[config.mk]
export PLATFORM = sky130hd
export DESIGN_NAME = tcw_cmd_fifo
export DESIGN_NICKNAME = d
export VERILOG_FILES = /design/src/hdl/tcw_pkg.sv /design/src/hdl/tcw_cmd_fifo.sv
export SDC_FILE = /design/constraint.sdc
export NUM_CORES = 1
export LEC_CHECK = 0
export ABC_AREA = 1
export BUFFER_PORTS_ARGS = -buffer_cell sky130_fd_sc_hd__buf_2
export CAP_MARGIN = 20
export CORE_ASPECT_RATIO = 0.5
export CORE_MARGIN = 3
export CORE_UTILIZATION = 47
export DETAILED_ROUTE_END_ITERATION = 12
export GPL_ROUTABILITY_DRIVEN = 0
export PLACE_DENSITY_LB_ADDON = 0.1
export REMOVE_ABC_BUFFERS = 1
export SYNTH_ARGS = -nofsm -noshare
export SYNTH_HDL_FRONTEND = slang
export SYNTH_SLANG_ARGS = --single-unit
[constraint.sdc]
create_clock -name clk -period 2.65 [get_ports clk]
set_input_delay 0.1325 -clock clk [delete_from_list [all_inputs] [get_ports clk]]
set_output_delay 0.1325 -clock clk [all_outputs]
set_load 0.05 [all_outputs]
[src/hdl/tcw_pkg.sv]
// Shared types and constants for the text console writer.
package tcw_pkg;

	localparam int COLUMNS_DEF = 80;
	localparam int ROWS_DEF    = 25;

	// widest row / column fields over the supported parameter range
	localparam int ROW_W_MAX = 6;
	localparam int COL_W_MAX = 9;

	localparam int S_DATA_W = 24;
	localparam int S_USER_W = 2;
	localparam int M_DATA_W = 32;
	localparam int CFG_IDX_W = 2;
	localparam int CFG_DATA_W = 4;

	localparam logic [1:0] REQ_PUT   = 2'd0;
	localparam logic [1:0] REQ_CLEAR = 2'd1;
	localparam logic [1:0] REQ_READ  = 2'd2;

	localparam logic [CFG_IDX_W-1:0] CFG_FOREGROUND = 2'd0;
	localparam logic [CFG_IDX_W-1:0] CFG_BACKGROUND = 2'd1;

	localparam logic [3:0] FG_RESET = 4'hF;
	localparam logic [3:0] BG_RESET = 4'h0;

	localparam logic [7:0] SPACE_CODE   = 8'd32;
	localparam logic [7:0] NEWLINE_CODE = 8'd10;
	localparam logic [7:0] INIT_COLOR   = 8'h0F;

	// work kinds handed from front to back
	localparam logic [1:0] KIND_NOP   = 2'd0;
	localparam logic [1:0] KIND_PUT   = 2'd1;
	localparam logic [1:0] KIND_CLEAR = 2'd2;
	localparam logic [1:0] KIND_READ  = 2'd3;

	localparam int QUEUE_DEPTH = 2;
	localparam int QUEUE_AW    = 1;

	typedef struct packed {
		logic [1:0]           kind;
		logic                 do_blank;   // blank row prow before anything else
		logic [ROW_W_MAX-1:0] prow;       // physical row of the cell or blanked row
		logic [COL_W_MAX-1:0] col;
		logic [7:0]           ch;
		logic [7:0]           color;
		logic [ROW_W_MAX-1:0] cur_row;    // cursor after the request
		logic [COL_W_MAX-1:0] cur_col;
	} cmd_t;

endpackage

[src/hdl/tcw_cmd_fifo.sv]
// Two-entry command queue between the request front end and the cell engine.
module tcw_cmd_fifo (
	input  logic          clk,
	input  logic          arst_n,
	input  logic          push,
	input  tcw_pkg::cmd_t push_data,
	output logic          full,
	input  logic          pop,
	output logic          valid,
	output tcw_pkg::cmd_t head
);

	tcw_pkg::cmd_t                   entries_q [tcw_pkg::QUEUE_DEPTH];
	logic [tcw_pkg::QUEUE_AW-1:0]    wr_ptr_q;
	logic [tcw_pkg::QUEUE_AW-1:0]    rd_ptr_q;
	logic [tcw_pkg::QUEUE_AW:0]      count_q;

	assign full  = count_q == (tcw_pkg::QUEUE_AW+1)'(tcw_pkg::QUEUE_DEPTH);
	assign valid = count_q != '0;
	assign head  = entries_q[rd_ptr_q];

	always_ff @(posedge clk) begin
		if (push) begin
			entries_q[wr_ptr_q] <= push_data;
		end
	end

	always_ff @(posedge clk or negedge arst_n) begin
		if (!arst_n) begin
			wr_ptr_q <= '0;
			rd_ptr_q <= '0;
			count_q  <= '0;
		end else begin
			if (push) begin
				wr_ptr_q <= wr_ptr_q + 1'b1;
			end
			if (pop) begin
				rd_ptr_q <= rd_ptr_q + 1'b1;
			end
			case ({push, pop})
				2'b10:   count_q <= count_q + 1'b1;
				2'b01:   count_q <= count_q - 1'b1;
				default: count_q <= count_q;
			endcase
		end
	end

	a_no_overflow: assert property (@(posedge clk) disable iff (!arst_n)
		full |-> !push || pop)
		else $error("command queue overflow");

	a_no_underflow: assert property (@(posedge clk) disable iff (!arst_n)
		pop |-> valid)
		else $error("command queue underflow");

endmodule

==> flow_metrics.env <==
export IMPL_run_status="finished, final reports clean"
export IMPL_hold_path_class="input port to async pin"
export IMPL_path_clk_slew_ns=0.06
export IMPL_grt_max_degree=100
export IMPL_rsz0062_at_grt="false"
export IMPL_endpoint_kind="output port"
export IMPL_synth_cells=280
export IMPL_die_h_um=70.5
export IMPL_power_total_uw=6160
export IMPL_synth_edf_count=98
export IMPL_crit_type="flop to output port"
export IMPL_die_area_um2=9530
export IMPL_synth_area_leaders="edfxtp_1 75%, inv_1 5.3%, o21ai_0 5.0%"
export IMPL_p_per_area_nw_per_um2=1170
export IMPL_tightest_slew_ns=1.01
export IMPL_finalHoldViolations=0
export IMPL_grtUsageTotal=0.169
export IMPL_wirelength_um=7270
export IMPL_relSlewSlack=0.329
export IMPL_slew_viol_final=0
export IMPL_worst_endpoint_arrival_ns=2.06
export IMPL_grt_pass1_wl_um=12300
export IMPL_ys_seq_area_frac=0.777
export IMPL_period_minus_slack_ns=2.20
export IMPL_synth_cell_types=18
export IMPL_path_max_fanout=99
export IMPL_final_nets=492
export IMPL_wl_per_cell_um=13.2
export IMPL_port_buffers=103
export IMPL_first_pass_iters=4
export IMPL_clock_latency_ns=0.34
export IMPL_clock_path_buffers=2
export IMPL_finalSetupViolations=0
export IMPL_vias=2491
export IMPL_ys_ff_latch=102
export IMPL_n_antenna_cell=0
export IMPL_synth_ff_type="edfxtp_1"
export IMPL_maxCapViolCount=0
export IMPL_num_io_pins=104
export IMPL_required_ns=2.52
export IMPL_clock_fmax_ghz=0.455
export IMPL_drtIter0Drc=163
export IMPL_drive_gt1_frac=0.321
export IMPL_min_period_over_period=0.829
export IMPL_cts_tree="yes"
export IMPL_synth_area_um2=3920
export IMPL_synth_top_area_cell="edfxtp_1"
export IMPL_drcViolationCount=0
export IMPL_rows=22
export IMPL_grt_overflow=0
export IMPL_viasPerCell=4.52
export IMPL_vdd_drop_max_mv=0.711
export IMPL_dpl_hpwl_um=4490
export IMPL_fp_dieW_um=135
export IMPL_htreeDepth=3
export IMPL_start_util=0.508
export IMPL_fin_hold_ws_ns=0.114
export IMPL_numCtsBuffers=9
export IMPL_synthArstFlopShare=0.0392
export IMPL_final_core_util=0.686
export IMPL_skew_ns=0.00622
export IMPL_leakage_uw=0.00226
export IMPL_antenna_found_initial=0
export IMPL_postRouteAntennaNets=0
export IMPL_cts_root_buf="clkbuf_16"
export IMPL_critPathLaunchType="flop"
export IMPL_yosysWarnings=0
export IMPL_syn_avg_cell_area_um2=14.0
export IMPL_area_delta_synth_final_pct=35.0
export IMPL_cts_sink_count=102
export IMPL_yosys_area_top_type_share=0.751
export IMPL_grt_pass1_vias=2613
export IMPL_core_area_um2=7710
-- path summary, 6_finish.rpt --
check	from	end	slack [ns]	cells after the start
hold reg to reg	count_q[1]	count_q[1]	0.49	2
min in group clk	count_q[1]	count_q[1]	0.49	2
setup / recovery	rd_ptr_q	head[39]	0.45	2
max in group asynchronous	arst_n	rd_ptr_q	2.40	2
hold / removal	arst_n	rd_ptr_q	0.11	2
setup reg to reg	wr_ptr_q	entries_q[1][19]	1.08	3
-- sequential cells by signal (all words and copies together) (netlist names) --
register / flops
entries_q: 98
count_q: 2
rd_ptr_q: 1
wr_ptr_q: 1
-- where the power goes --
group / internal [uW] / switching, uW / total (uW) / leakage (uW)
clock: 628 / 524 / 1150 / 0.000127
sequential: 2150 / 313 / 2460 / 0.000966
combinational: 565 / 1980 / 2550 / 0.00117
total: 3340 / 2820 / 6160 / 0.00226
-- placed cells by master (no fill, tap or decap) --
cell	instances
clkbuf_16	9
nor2_4	1
dlygate4sd3_1	52
edfxtp_1	98
clkinv_1	1
buf_2	103
nand4_1	1
nand2_1	45
nand2_2	10
clkinv_2	3
o21ai_2	10
buf_4	3
o21ai_0	39
dfrtp_4	1
nand3_1	1
dfrtp_1	3
ha_1	1
clkbuf_1	2
xor2_1	2
nor2_1	1
xnor2_1	1
inv_2	1
inv_1	54
clkinvlp_4	1
-- critical path, cell delays in order, from the launching register on --
cell	delay [ns]
dfrtp_4	1.09
o21ai_0	0.30
buf_2	0.28
-- layer usage --
layer  global-route usage  up-vias  wire, um
li1                     -     1252         -
met1                0.202     1169      3140
met2                0.289       59      3670
met3               0.0547       11       365
met4               0.0704        0        90
met5                    0        -         0
-- logic make-up (layout without fill, tap and decap cells) --
logic type / count (synthesis) / after routing / share of synthesized area
simple gates: 59 / 59 / 0.0639
buf+inv: 66 / 229 / 0.0770
xor+xnor: 3 / 3 / 0.00671
compound gates: 49 / 49 / 0.0722
fa+ha+maj: 1 / 1 / 0.00319
flops: 102 / 102 / 0.777
-- per-stage QoR --
| step | worst slack [ns] | cells | TNS, ns | instance area (um2) |
|---|---|---|---|---|
| after CTS | 0.443 | 551 | 0 | 5290 |
| after detailed placement | 0.841 | 483 | 0 | 4510 |
| final | 0.453 | 551 | 0 | 5290 |
| after global routing | 0.240 | 551 | 0 | 5290 |
| after floorplan | -0.497 | 269 | -32.81 | 3820 |
| after global placement | 0.888 | 483 | 0 | 4510 |
-- area by class of cell --
cell class	count	area (um2)
Clock buffer	11	233
Clock inverter	5	26.3
Fill cell	585	2420
Inverter	55	206
Multi-Input combinational cell	112	579
Sequential cell	102	3050
Tap cell	108	135
Timing Repair Buffer	158	1060
-- Yosys cell counts, types with 2 or more instances --
cell type  number
edfxtp_1       98
inv_1          55
nand2_1        45
o21ai_0        39
nand2_2        10
o21ai_2        10
buf_2           6
dfrtp_1         4
buf_6           2
nor2_1          2
xor2_1          2
-- what timing repair did --
| item | in CTS | in global routing |
|---|---|---|
| buffers inserted | 0 | 0 |
| hold buffers | 52 | 0 |
| gates resized for setup | 0 | 0 |
| endpoints found under the hold margin | 104 | 0 |
(Power assumes the default switching activity.)
